`config.mk`:
```
export PLATFORM = sky130hd
export DESIGN_NAME = motor_command_frame_encoder
export DESIGN_NICKNAME = d
export VERILOG_FILES = /design/src/design/mcfe_pkg.sv /design/src/design/motor_command_frame_encoder.sv /design/src/design/mcfe_queue.sv /design/src/design/mcfe_front.sv /design/src/design/mcfe_back.sv
export SDC_FILE = /design/constraint.sdc
export NUM_CORES = 2
export LEC_CHECK = 0
export ABC_AREA = 1
export BUFFER_PORTS_ARGS = -buffer_cell sky130_fd_sc_hd__buf_4
export CAP_MARGIN = 10
export CORE_MARGIN = 10
export CORE_UTILIZATION = 25
export CTS_CLUSTER_SIZE = 20
export DETAILED_ROUTE_END_ITERATION = 10
export PLACE_DENSITY = 0.49
export SYNTH_ARGS = -nofsm -noshare
export SYNTH_HDL_FRONTEND = slang
export SYNTH_HIERARCHICAL = 1
export SYNTH_SLANG_ARGS = --single-unit
```
`constraint.sdc`:
```
create_clock -name clk_i -period 6.8 [get_ports clk_i]
set_input_delay 0.34 -clock clk_i [delete_from_list [all_inputs] [get_ports clk_i]]
set_output_delay 0.34 -clock clk_i [all_outputs]
set_load 0.01 [all_outputs]
```
`src/design/mcfe_pkg.sv`:
```
package mcfe_pkg;

  localparam int FRAME_LEN   = 34;
  localparam int CRC_WORDS   = 7;
  localparam int CRC_BYTES   = CRC_WORDS * 4;
  localparam int IDX_W       = $clog2(FRAME_LEN);
  localparam int CCNT_W      = $clog2(CRC_BYTES + 1);
  localparam int QUEUE_DEPTH = 2;
  localparam int QPTR_W      = $clog2(QUEUE_DEPTH);
  localparam int QCNT_W      = $clog2(QUEUE_DEPTH + 1);

  localparam logic [31:0] CRC_POLY = 32'h04C1_1DB7;
  localparam logic [31:0] CRC_INIT = 32'hFFFF_FFFF;

  // 2^32 / (8 * 3.1415926), rounded, unsigned q0.32
  localparam int          GAIN_W   = 28;
  localparam logic [GAIN_W-1:0] POS_GAIN = 28'd170891322;
  localparam int          PROD_W   = 32 + GAIN_W;

  localparam logic [7:0] HDR_SYNC0 = 8'hFE;
  localparam logic [7:0] HDR_SYNC1 = 8'hEE;
  localparam logic [7:0] HDR_FLAG  = 8'hFF;

  localparam logic [IDX_W-1:0] OFS_SYNC0  = IDX_W'(0);
  localparam logic [IDX_W-1:0] OFS_SYNC1  = IDX_W'(1);
  localparam logic [IDX_W-1:0] OFS_ID     = IDX_W'(2);
  localparam logic [IDX_W-1:0] OFS_MODE   = IDX_W'(4);
  localparam logic [IDX_W-1:0] OFS_FLAG   = IDX_W'(5);
  localparam logic [IDX_W-1:0] OFS_TORQUE = IDX_W'(12);
  localparam logic [IDX_W-1:0] OFS_SPEED  = IDX_W'(14);
  localparam logic [IDX_W-1:0] OFS_POS    = IDX_W'(16);
  localparam logic [IDX_W-1:0] OFS_STIFF  = IDX_W'(20);
  localparam logic [IDX_W-1:0] OFS_DAMP   = IDX_W'(22);
  localparam logic [IDX_W-1:0] OFS_CRC    = IDX_W'(30);
  localparam logic [IDX_W-1:0] OFS_LAST   = IDX_W'(FRAME_LEN - 1);

  localparam int unsigned TORQUE_SHIFT = 8;
  localparam int unsigned SPEED_SHIFT  = 9;
  localparam int unsigned STIFF_SHIFT  = 5;
  localparam int unsigned DAMP_SHIFT   = 7;

  localparam int PADDR_W = 3;
  localparam int REGIDX_W = PADDR_W - 2;
  localparam logic [REGIDX_W-1:0] REG_TARGET_ID = REGIDX_W'(0);

  typedef struct packed {
    logic [1:0]         mode;
    logic signed [31:0] torque_cmd;
    logic signed [31:0] speed_cmd;
    logic signed [31:0] position_cmd;
    logic signed [31:0] stiffness_cmd;
    logic signed [31:0] damping_cmd;
  } cmd_item_t;

  typedef struct packed {
    logic [7:0] frame_byte;
    logic       last_byte;
  } frame_item_t;

  typedef struct packed {
    logic [7:0]  target_id;
    logic [1:0]  mode;
    logic [15:0] torque;
    logic [15:0] speed;
    logic [31:0] position;
    logic [15:0] stiffness;
    logic [15:0] damping;
  } frame_body_t;

  typedef struct packed {
    logic not_full;
    logic not_empty;
  } queue_status_t;

  // q16.16 to int16: shift, round half away from zero, saturate
  function automatic logic [15:0] q16_to_i16(input logic [31:0] x, input int unsigned shift);
    logic        neg;
    logic [31:0] mag;
    logic [32:0] sum;
    logic [32:0] q;
    logic [15:0] r;
    neg = x[31];
    mag = neg ? (~x + 32'd1) : x;
    sum = {1'b0, mag} + (33'd1 << (shift - 1));
    q   = sum >> shift;
    if (neg) begin
      if (q > 33'd32768) r = 16'h8000;
      else r = ~q[15:0] + 16'd1;
    end else begin
      if (q > 33'd32767) r = 16'h7FFF;
      else r = q[15:0];
    end
    return r;
  endfunction

  // msb-first crc update over one byte
  function automatic logic [31:0] crc_byte(input logic [31:0] crc, input logic [7:0] d);
    logic [31:0] c;
    c = crc;
    for (int b = 7; b >= 0; b--) begin
      if (c[31] ^ d[b]) c = (c << 1) ^ CRC_POLY;
      else c = c << 1;
    end
    return c;
  endfunction

endpackage

```
`src/design/motor_command_frame_encoder.sv`:
```
// Motor command frame encoder. Each accepted command request is converted to
// wire units (torque q8, speed q7, position in 16384/2pi counts per radian,
// stiffness q11, damping q9, all rounded half away from zero and saturated)
// and sent out as a 34-byte little-endian frame, one byte per output request,
// with last_byte set on byte 33. The frame ends in a CRC-32/MPEG-2 over its
// first 28 bytes. The output channel moves one byte per cycle while out_ready_i
// is high and the CRC is not holding it back; a new command is taken while
// the previous frame is still streaming, and two more can wait in the queue.
// A command passes two conversion stages, the second holding the position
// multiply, then the queue, the frame register and the output register
// before its first byte appears. The CRC is built one byte per cycle from
// the moment the frame is loaded and is complete before byte 30 is due at
// full rate.
// target_id sits at APB address 0 and is read back there; pready is always
// high.
module motor_command_frame_encoder (
  input  logic                                clk_i,
  input  logic                                rst_ni,
  input  logic                                in_valid_i,
  output logic                                in_ready_o,
  input  mcfe_pkg::cmd_item_t                 in_i,
  output logic                                out_valid_o,
  input  logic                                out_ready_i,
  output mcfe_pkg::frame_item_t               out_o,
  input  logic                                psel,
  input  logic                                penable,
  input  logic                                pwrite,
  input  logic [mcfe_pkg::PADDR_W-1:0]        paddr,
  input  logic [31:0]                         pwdata,
  output logic [31:0]                         prdata,
  output logic                                pready
);
  import mcfe_pkg::*;

  logic [7:0]          target_id_q;
  logic [REGIDX_W-1:0] reg_idx;
  logic                front_valid, queue_pop;
  frame_body_t         front_body, queue_body;
  queue_status_t       queue_status;

  assign reg_idx = paddr[PADDR_W-1:2];
  assign pready  = 1'b1;
  assign prdata  = (reg_idx == REG_TARGET_ID) ? {24'd0, target_id_q} : 32'd0;

  always_ff @(posedge clk_i or negedge rst_ni) begin
    if (!rst_ni) begin
      target_id_q <= 8'd0;
    end else if (psel && penable && pwrite && pready && (reg_idx == REG_TARGET_ID)) begin
      target_id_q <= pwdata[7:0];
    end
  end

  mcfe_front u_front (
    .clk_i        (clk_i),
    .rst_ni       (rst_ni),
    .in_valid_i   (in_valid_i),
    .in_ready_o   (in_ready_o),
    .in_i         (in_i),
    .target_id_i  (target_id_q),
    .body_valid_o (front_valid),
    .body_ready_i (queue_status.not_full),
    .body_o       (front_body)
  );

  mcfe_queue u_queue (
    .clk_i    (clk_i),
    .rst_ni   (rst_ni),
    .push_i   (front_valid),
    .data_i   (front_body),
    .pop_i    (queue_pop),
    .data_o   (queue_body),
    .status_o (queue_status)
  );

  mcfe_back u_back (
    .clk_i        (clk_i),
    .rst_ni       (rst_ni),
    .body_valid_i (queue_status.not_empty),
    .body_pop_o   (queue_pop),
    .body_i       (queue_body),
    .out_valid_o  (out_valid_o),
    .out_ready_i  (out_ready_i),
    .out_o        (out_o)
  );

endmodule

```
`src/design/mcfe_queue.sv`:
```
module mcfe_queue (
  input  logic                  clk_i,
  input  logic                  rst_ni,
  input  logic                  push_i,
  input  mcfe_pkg::frame_body_t data_i,
  input  logic                  pop_i,
  output mcfe_pkg::frame_body_t data_o,
  output mcfe_pkg::queue_status_t status_o
);
  import mcfe_pkg::*;

  frame_body_t       mem_q [QUEUE_DEPTH];
  logic [QPTR_W-1:0] wr_ptr_q, rd_ptr_q;
  logic [QCNT_W-1:0] count_q;
  logic              do_push, do_pop;

  assign status_o.not_full  = count_q != QCNT_W'(QUEUE_DEPTH);
  assign status_o.not_empty = count_q != '0;
  assign do_push = push_i && status_o.not_full;
  assign do_pop  = pop_i && status_o.not_empty;
  assign data_o  = mem_q[rd_ptr_q];

  always_ff @(posedge clk_i or negedge rst_ni) begin
    if (!rst_ni) begin
      wr_ptr_q <= '0;
      rd_ptr_q <= '0;
      count_q  <= '0;
    end else begin
      if (do_push) wr_ptr_q <= (wr_ptr_q == QPTR_W'(QUEUE_DEPTH - 1)) ? '0 : wr_ptr_q + 1'b1;
      if (do_pop) rd_ptr_q <= (rd_ptr_q == QPTR_W'(QUEUE_DEPTH - 1)) ? '0 : rd_ptr_q + 1'b1;
      if (do_push && !do_pop) count_q <= count_q + 1'b1;
      else if (do_pop && !do_push) count_q <= count_q - 1'b1;
    end
  end

  always_ff @(posedge clk_i) begin
    if (do_push) mem_q[wr_ptr_q] <= data_i;
  end

endmodule

```
`src/design/mcfe_front.sv`:
```
module mcfe_front (
  input  logic                  clk_i,
  input  logic                  rst_ni,
  input  logic                  in_valid_i,
  output logic                  in_ready_o,
  input  mcfe_pkg::cmd_item_t   in_i,
  input  logic [7:0]            target_id_i,
  output logic                  body_valid_o,
  input  logic                  body_ready_i,
  output mcfe_pkg::frame_body_t body_o
);
  import mcfe_pkg::*;

  logic              v1_q, v2_q;
  logic              rdy1, rdy2;
  frame_body_t       s1_q, s2_q;
  logic              pneg1_q, pneg2_q;
  logic [PROD_W-1:0] prod2_q;
  logic [PROD_W-1:0] rounded;
  logic [31:0]       pos_mag;
  logic [31:0]       pos_abs;
  frame_body_t       s1_d;

  assign rdy2       = !v2_q || body_ready_i;
  assign rdy1       = !v1_q || rdy2;
  assign in_ready_o = rdy1;

  // stage 1: int16 conversions and position magnitude
  always_comb begin
    pos_mag        = in_i.position_cmd[31] ? (~in_i.position_cmd + 32'd1) : in_i.position_cmd;
    s1_d.target_id = target_id_i;
    s1_d.mode      = in_i.mode;
    s1_d.torque    = q16_to_i16(in_i.torque_cmd, TORQUE_SHIFT);
    s1_d.speed     = q16_to_i16(in_i.speed_cmd, SPEED_SHIFT);
    s1_d.position  = pos_mag;
    s1_d.stiffness = q16_to_i16(in_i.stiffness_cmd, STIFF_SHIFT);
    s1_d.damping   = q16_to_i16(in_i.damping_cmd, DAMP_SHIFT);
  end

  // stage 2 output: round the scaled position and restore its sign
  always_comb begin
    rounded = prod2_q + (PROD_W'(1) << 31);
    pos_abs = 32'(rounded[PROD_W-1:32]);
    body_o  = s2_q;
    body_o.position = pneg2_q ? (~pos_abs + 32'd1) : pos_abs;
  end

  assign body_valid_o = v2_q;

  always_ff @(posedge clk_i or negedge rst_ni) begin
    if (!rst_ni) begin
      v1_q <= 1'b0;
      v2_q <= 1'b0;
    end else begin
      if (rdy1) v1_q <= in_valid_i;
      if (rdy2) v2_q <= v1_q;
    end
  end

  always_ff @(posedge clk_i) begin
    if (in_valid_i && rdy1) begin
      s1_q    <= s1_d;
      pneg1_q <= in_i.position_cmd[31];
    end
    if (v1_q && rdy2) begin
      s2_q    <= s1_q;
      pneg2_q <= pneg1_q;
      prod2_q <= PROD_W'(s1_q.position) * PROD_W'(POS_GAIN);
    end
  end

endmodule

```
`src/design/mcfe_back.sv`:
```
module mcfe_back (
  input  logic                  clk_i,
  input  logic                  rst_ni,
  input  logic                  body_valid_i,
  output logic                  body_pop_o,
  input  mcfe_pkg::frame_body_t body_i,
  output logic                  out_valid_o,
  input  logic                  out_ready_i,
  output mcfe_pkg::frame_item_t out_o
);
  import mcfe_pkg::*;

  function automatic logic [7:0] body_byte(input frame_body_t b, input logic [IDX_W-1:0] idx,
                                           input logic [31:0] crc);
    logic [7:0] r;
    case (idx)
      OFS_SYNC0:             r = HDR_SYNC0;
      OFS_SYNC1:             r = HDR_SYNC1;
      OFS_ID:                r = b.target_id;
      OFS_MODE:              r = {6'd0, b.mode};
      OFS_FLAG:              r = HDR_FLAG;
      OFS_TORQUE:            r = b.torque[7:0];
      OFS_TORQUE + IDX_W'(1): r = b.torque[15:8];
      OFS_SPEED:             r = b.speed[7:0];
      OFS_SPEED + IDX_W'(1): r = b.speed[15:8];
      OFS_POS:               r = b.position[7:0];
      OFS_POS + IDX_W'(1):   r = b.position[15:8];
      OFS_POS + IDX_W'(2):   r = b.position[23:16];
      OFS_POS + IDX_W'(3):   r = b.position[31:24];
      OFS_STIFF:             r = b.stiffness[7:0];
      OFS_STIFF + IDX_W'(1): r = b.stiffness[15:8];
      OFS_DAMP:              r = b.damping[7:0];
      OFS_DAMP + IDX_W'(1):  r = b.damping[15:8];
      OFS_CRC:               r = crc[7:0];
      OFS_CRC + IDX_W'(1):   r = crc[15:8];
      OFS_CRC + IDX_W'(2):   r = crc[23:16];
      OFS_CRC + IDX_W'(3):   r = crc[31:24];
      default:               r = 8'd0;
    endcase
    return r;
  endfunction

  logic              busy_q;
  frame_body_t       body_q;
  logic [IDX_W-1:0]  idx_q;
  logic [31:0]       crc_q;
  logic [CCNT_W-1:0] ccnt_q;
  logic              out_valid_q;
  frame_item_t       out_q;
  logic              out_free, crc_done, fire, is_last, load;
  logic [IDX_W-1:0]  crc_idx;
  logic [7:0]        crc_in;

  assign out_free = !out_valid_q || out_ready_i;
  assign crc_done = ccnt_q == CCNT_W'(CRC_BYTES);
  // crc bytes may only leave once the accumulation has finished
  assign fire     = busy_q && out_free && (crc_done || (idx_q < OFS_CRC));
  assign is_last  = idx_q == OFS_LAST;
  assign load     = body_valid_i && (!busy_q || (fire && is_last));
  assign body_pop_o = load;

  // crc runs over words msb first, little-endian: byte order 3,2,1,0 per word
  assign crc_idx = IDX_W'(ccnt_q) ^ IDX_W'(3);
  assign crc_in  = body_byte(body_q, crc_idx, crc_q);

  assign out_valid_o = out_valid_q;
  assign out_o       = out_q;

  always_ff @(posedge clk_i or negedge rst_ni) begin
    if (!rst_ni) begin
      busy_q      <= 1'b0;
      idx_q       <= '0;
      ccnt_q      <= '0;
      crc_q       <= CRC_INIT;
      out_valid_q <= 1'b0;
    end else begin
      if (fire) out_valid_q <= 1'b1;
      else if (out_ready_i) out_valid_q <= 1'b0;

      if (load) busy_q <= 1'b1;
      else if (fire && is_last) busy_q <= 1'b0;

      if (load) idx_q <= '0;
      else if (fire) idx_q <= idx_q + 1'b1;

      if (load) begin
        ccnt_q <= '0;
        crc_q  <= CRC_INIT;
      end else if (busy_q && !crc_done) begin
        ccnt_q <= ccnt_q + 1'b1;
        crc_q  <= crc_byte(crc_q, crc_in);
      end
    end
  end

  always_ff @(posedge clk_i) begin
    if (load) body_q <= body_i;
    if (fire) begin
      out_q.frame_byte <= body_byte(body_q, idx_q, crc_q);
      out_q.last_byte  <= is_last;
    end
  end

endmodule

```
After elaboration in Yosys (flattened, before gate mapping)
Memory sizes are Yosys's and may differ from the RTL's. A register that Yosys moved wholly into a read port is not among the register bits.
Cells that the tools add are included.
{"block": "totals", "reg_bits": 309, "memories": 1, "out_inout_bits": 44, "ram_bits": 212, "elab_cells": 223}
{"memory": "u_queue.mem_q", "depth": 2, "width": 106, "rd": 1, "rd_ports_with_merged_regs": 1, "write_ports": 1, "line_no": "mcfe_queue.sv:12", "rtl": "frame_body_t mem_q [QUEUE_DEPTH];"}
{"block": "classes", "multipliers": 1, "magnitude_cmp": 9, "bitwise": 28, "n_reduce_logical": 34, "n_addsub": 21, "muxes": 59, "eq_ne": 40}
{"op": "32-bit 2-to-1 mux", "n": 21}
{"op": "27-bit 2-to-1 mux", "n": 8}
{"op": "32-bit by 1-bit adder with 32-bit output (second input constant)", "n": 6}
{"op": "16-bit 2-to-1 mux", "n": 12}
{"op": "8-bit case mux with 21 select lines", "n": 1}
{"op": "32-bit inverter", "n": 5}
{"op": "8-bit case mux with 19 select lines", "n": 1}
{"op": "14-bit inverter", "n": 8}
{"op": "16-bit by 1-bit adder with 16-bit output (second input constant)", "n": 4}
{"op": "16-bit inverter", "n": 4}
{"op": "60-bit by 32-bit adder with 60-bit output (second input constant)", "n": 1}
{"op": "6-bit by 5-bit equality test with 1-bit output (second input constant)", "n": 10}
{"op": "32-bit by 27-bit multiplier with 59-bit output (second input constant)", "n": 1}
{"op": "5-bit equality test (second input constant)", "n": 11}
{"op": "32-bit by 5-bit adder with 33-bit output (second input constant)", "n": 1}
{"op": "32-bit by 7-bit adder with 33-bit output (second input constant)", "n": 1}
{"op": "32-bit by 8-bit adder with 33-bit output (second input constant)", "n": 1}
{"op": "32-bit by 9-bit adder with 33-bit output (second input constant)", "n": 1}
{"op": "28-bit inverter with 32-bit output", "n": 1}
{"op": "31-bit 2-to-1 mux", "n": 1}
{"op": "28-bit by 15-bit greater-than comparator with 1-bit output (second input constant)", "n": 1}
{"op": "28-bit by 16-bit greater-than comparator with 1-bit output (second input constant)", "n": 1}
{"op": "26-bit by 15-bit greater-than comparator with 1-bit output (second input constant)", "n": 1}
{"op": "26-bit by 16-bit greater-than comparator with 1-bit output (second input constant)", "n": 1}
{"op": "33 further kinds", "n": 89}

Longest topological paths before layout
{"block": "depth", "word_depth": 36, "depth_mapped": 26}

Hierarchy
Netlist, hierarchy kept.
{"module": "mcfe_front", "instances": 1, "cells_each": 4521, "area_per_inst_um2": 34095.2, "seq_area_each_um2": 6386.1}
{"module": "mcfe_back", "instances": 1, "cells_each": 1045, "area_per_inst_um2": 9016.1, "seq_area_each_um2": 4619.4}
{"module": "mcfe_queue", "instances": 1, "cells_each": 582, "area_per_inst_um2": 7931.4, "seq_area_each_um2": 6466.2}
{"module": "motor_command_frame_encoder", "instances": 1, "cells_each": 81, "area_per_inst_um2": 609.3, "seq_area_each_um2": 200.2}

Worst setup path after synthesis
OpenSTA, ideal clock, no wires.
{"block": "synth_path", "kind": "register to register", "start": "register u_front/s1_q[51] in the netlist's numbering", "end": "register u_front.prod2_q[59], data pin", "setup_ns": 0.265, "synth_period_minus_slack_ns": 6.225, "stages_incl_launch_ff": 24, "arrival_time_ns": 5.960, "path_buffers": 0, "path_slack_ns": 0.575, "path_cell_list": "edfxtp_1 > inv_1 > fa_1 > fa_1 > inv_1 > fa_1 > inv_1 > fa_1 > inv_1 > fa_1 > fa_1 > inv_1 > fa_1 > inv_1 > ha_1 > nand2_1 > nor2_1 > inv_1 > nor4_1 > nand4_1 > o211ai_1 > a31oi_1 > o21ai_0 > xor2_1"}
{"block": "synth_between", "elab_chain_cells": 1}
{"element": "from (decl)", "line_no": "mcfe_front.sv:16", "rtl": "frame_body_t s1_q, s2_q;"}
{"element": "from (signal assigned)", "line_no": "mcfe_front.sv:62", "rtl": "s1_q <= s1_d;"}
{"element": "32-bit by 27-bit multiplier with 59-bit output", "line_no": "mcfe_front.sv:68", "rtl": "prod2_q <= PROD_W'(s1_q.position) * PROD_W'(POS_GAIN);"}
{"element": "to (signal assigned)", "line_no": "mcfe_front.sv:68"}
{"element": "to (decl)", "line_no": "mcfe_front.sv:18", "rtl": "logic [PROD_W-1:0] prod2_q;"}
Every way passes these cells.
A chain may end at the register's enable or synchronous reset.

Worst setup path in the final report
{"block": "layout_path", "start": "register u_front/s1_q[41] in the netlist's numbering", "end": "register u_front.prod2_q[55], data pin"}
Same word-level chain as after synthesis.

==> flow_summary.toml <==
[die]
die_w_um = 475
die-area_mm2 = 0.225
coreArea_mm2 = 0.205
start_util_pct = 25.2
rows = 166
die_y_um = 475
pin_count = 248

[min_path]
worstHoldPathType = "in2reg"

[placement]
gp_congestion = 0.941
pre_cts_slack_ns = 0.0226
dp_cells = 9098
hpwl_um = 126000
portBuffers = 196

[timing]
finalCritPeriodShare_pct = 95.7
timing.fmax_mhz = 154
slew_viol_final = 0
postLayoutSetupSlackWorst_ns = 0.296
hold_viol = 0
fin_skew_ns = 0.0491
relSlewSlack_pct = 32.9
tns_ns = 0
worst-slew-pin-transition_ns = 1.01
setup-violations-final = 0
rsz0062_at_grt = "false"
period_needed_ns = 6.50

[global_route]
grt_usage_pct = 13.3
grt_max_degree = 77
grt_pass1_wl_um = 240000
antenna_found_initial = 2
grt-ovfl-total = 0
grt_pass1_vias = 40800

[clock_network]
clkSinkCount = 597
cts_max_level = 2
clk_path_buf_depth = 3
cts_made_buffers = 60
clk_pin_slew_ns = 0.07
root_buffer = "clkbuf_16"
cts_tree = "yes"
clk_latency_ns = 0.68

[detailed_routing]
ant_nets = 0
wl_per_cell_um = 16.5
via_per_inst = 4.41
dr.pass1.iters = 7
wl_um = 153000
drc = 0
num_vias = 40800
drt-initial-drc-count = 2996

[layout]
multiInputGateArea_mm2 = 0.0291
finish.net_count = 7396
instances_no_fill = 9255
fill_cells = 21800
seq_area_mm2 = 0.0177
drive_above_1_share_pct = 11.5
syn_to_final_growth_pct = 14.3

[logic_synthesis]
synth_top_area_share_pct = 31.3
syn_area_mm2 = 0.0517
ys_warn_count = 6
yosysUniqueCellTypes = 64
netlist_instances = 6229
synth_most_common_cell = "nand2_1"
synth-edff-count = 538
ys_ff_latch = 597
synthTopCellsByCount = "1708 x nand2_1, 1111 x inv_1, 538 x edfxtp_1, 471 x nor2_1, 443 x nand3_1"
seq_area_frac_synth_pct = 34.2
ys_async_sr_fraction_pct = 9.88
yosys-top-cells-area = "edfxtp_1 31%, fa_1 13%, nand2_1 12%, ha_1 8.3%, inv_1 8.1%"
yosys.area.top_type = "edfxtp_1"
synthFlopType = "edfxtp_1"
avgSynthCellArea_um2 = 8.29

[status]
run_status = "finished, final reports clean"

[setup_path]
cp_data_arrival_time_ns = 6.90
start_kind = "flip-flop"
cp.required_ns = 7.19
crit_fanout = 4
worstSetupPathType = "reg2reg"
critPathCaptureType = "flip-flop"

[run]
max_cap_violations = 0
## critical path, cell delays in order, from the launching register on
cell	delay (ns)
edfxtp_1	0.52
inv_2	0.19
fa_1	0.46
fa_1	0.57
fa_1	0.45
fa_1	0.50
inv_1	0.06
fa_1	0.52
fa_1	0.55
inv_1	0.05
fa_1	0.53
inv_1	0.04
ha_1	0.30
nand2_1	0.12
nor2_1	0.18
inv_1	0.07
nor2_1	0.15
inv_1	0.07
o21ai_0	0.17
nand2_1	0.07
o211ai_1	0.11
buf_4	0.19
a31oi_2	0.10
buf_4	0.15
xnor2_1	0.11
## sequential cells by signal (all words and copies together) (netlist names), 2 cells and up
name             count
u_front/prod2_q     29
u_front/s1_q       106
u_queue/mem_q      212
u_back/crc_q        32
u_back/ccnt_q        5
u_back/out_o         9
u_queue/count_q      2
target_id_q          8
u_front/body_o      74
u_back/idx_q         6
u_back/body_q      106
## area by class of cell
type / instances / share of cell area (%)
multi-input combinational: 4400 / 49.4
sequential: 597 / 29.9
inverter: 1144 / 7.30
tap: 2688 / 5.70
timing repair buffer: 312 / 4.14
clock buffer: 71 / 2.67
clock inverter: 42 / 0.894
antenna: 1 / 0.00424
## per-layer routing
metal | GRT usage, % | vias to the layer above | wire length [um]
met3 | 1.14 | 127 | 5390
met1 | 19.6 | 19500 | 76200
met2 | 21.5 | 741 | 68500
met5 | 0 | - | 0
li1 | - | 20400 | -
met4 | 2.47 | 0 | 2640
## final timing paths
path / start / endpoint / slack (ns) / depth (start not counted)
worst max-delay path: u_front/s1_q[41] / u_front/prod2_q[55] / 0.30 / 24
worst min-delay path: paddr[2] / target_id_q[2] / 0.06 / 4
worst max register to register: u_front/s1_q[41] / u_front/prod2_q[55] / 0.30 / 24
worst min register to register: u_front/s1_q[27] / u_front/body_o[27] / 0.39 / 0
max in group asynchronous: rst_ni / u_queue/rd_ptr_q / 5.80 / 2
min in group asynchronous: rst_ni / target_id_q[3] / 0.30 / 2
## layout by cell type, fill, tap and decap left out, types with 26 or more instances in the layout
| cell | n |
|---|---|
| nand2_1 | 1706 |
| inv_1 | 1095 |
| edfxtp_1 | 538 |
| nor2_1 | 468 |
| nand3_1 | 443 |
| ha_1 | 340 |
| fa_1 | 334 |
| buf_4 | 272 |
| nand4_1 | 152 |
| xor2_1 | 125 |
| o21ai_0 | 116 |
| nand2_2 | 102 |
| a21oi_1 | 100 |
| nor2_2 | 75 |
| clkbuf_16 | 61 |
| xnor2_1 | 50 |
| nor3_1 | 44 |
| dlygate4sd3_1 | 40 |
| inv_2 | 39 |
| nor2_4 | 39 |
| nand3b_1 | 38 |
| nand3_2 | 33 |
| dfstp_2 | 32 |
| dfrtp_1 | 26 |
## cells by family after synthesis
logic type	synth area share [%]
simple gates	27.7
buf+inv	9.75
fa+ha+maj	21.3
flops	34.2
compound gates	4.06
xor+xnor	3.00
other cells	0.0145
## per-stage QoR
step           instance area (um^2)  hold WS, ns  utilization [%]
3_5_place_dp                  56400        0.405             27.5
6_report                      59000       0.0610             28.8
5_1_grt                       59000       0.0572             28.8
2_1_floorplan                 51700       0.0444                -
4_1_cts                       58900      0.00443             28.7
3_3_place_gp                  56400        0.402             27.5
## timing repair
item                                    CTS  global route
setup buffers                             0             3
hold buffers                             40             0
hold endpoints to repair                 63             0
endpoints found under the setup margin    1            15
pin swaps                                 0             4
resized for setup                         2            39
Power is left out: the tool's default activity adds up to more than one toggle a clock period on the data nets, which glitch-free logic cannot reach.
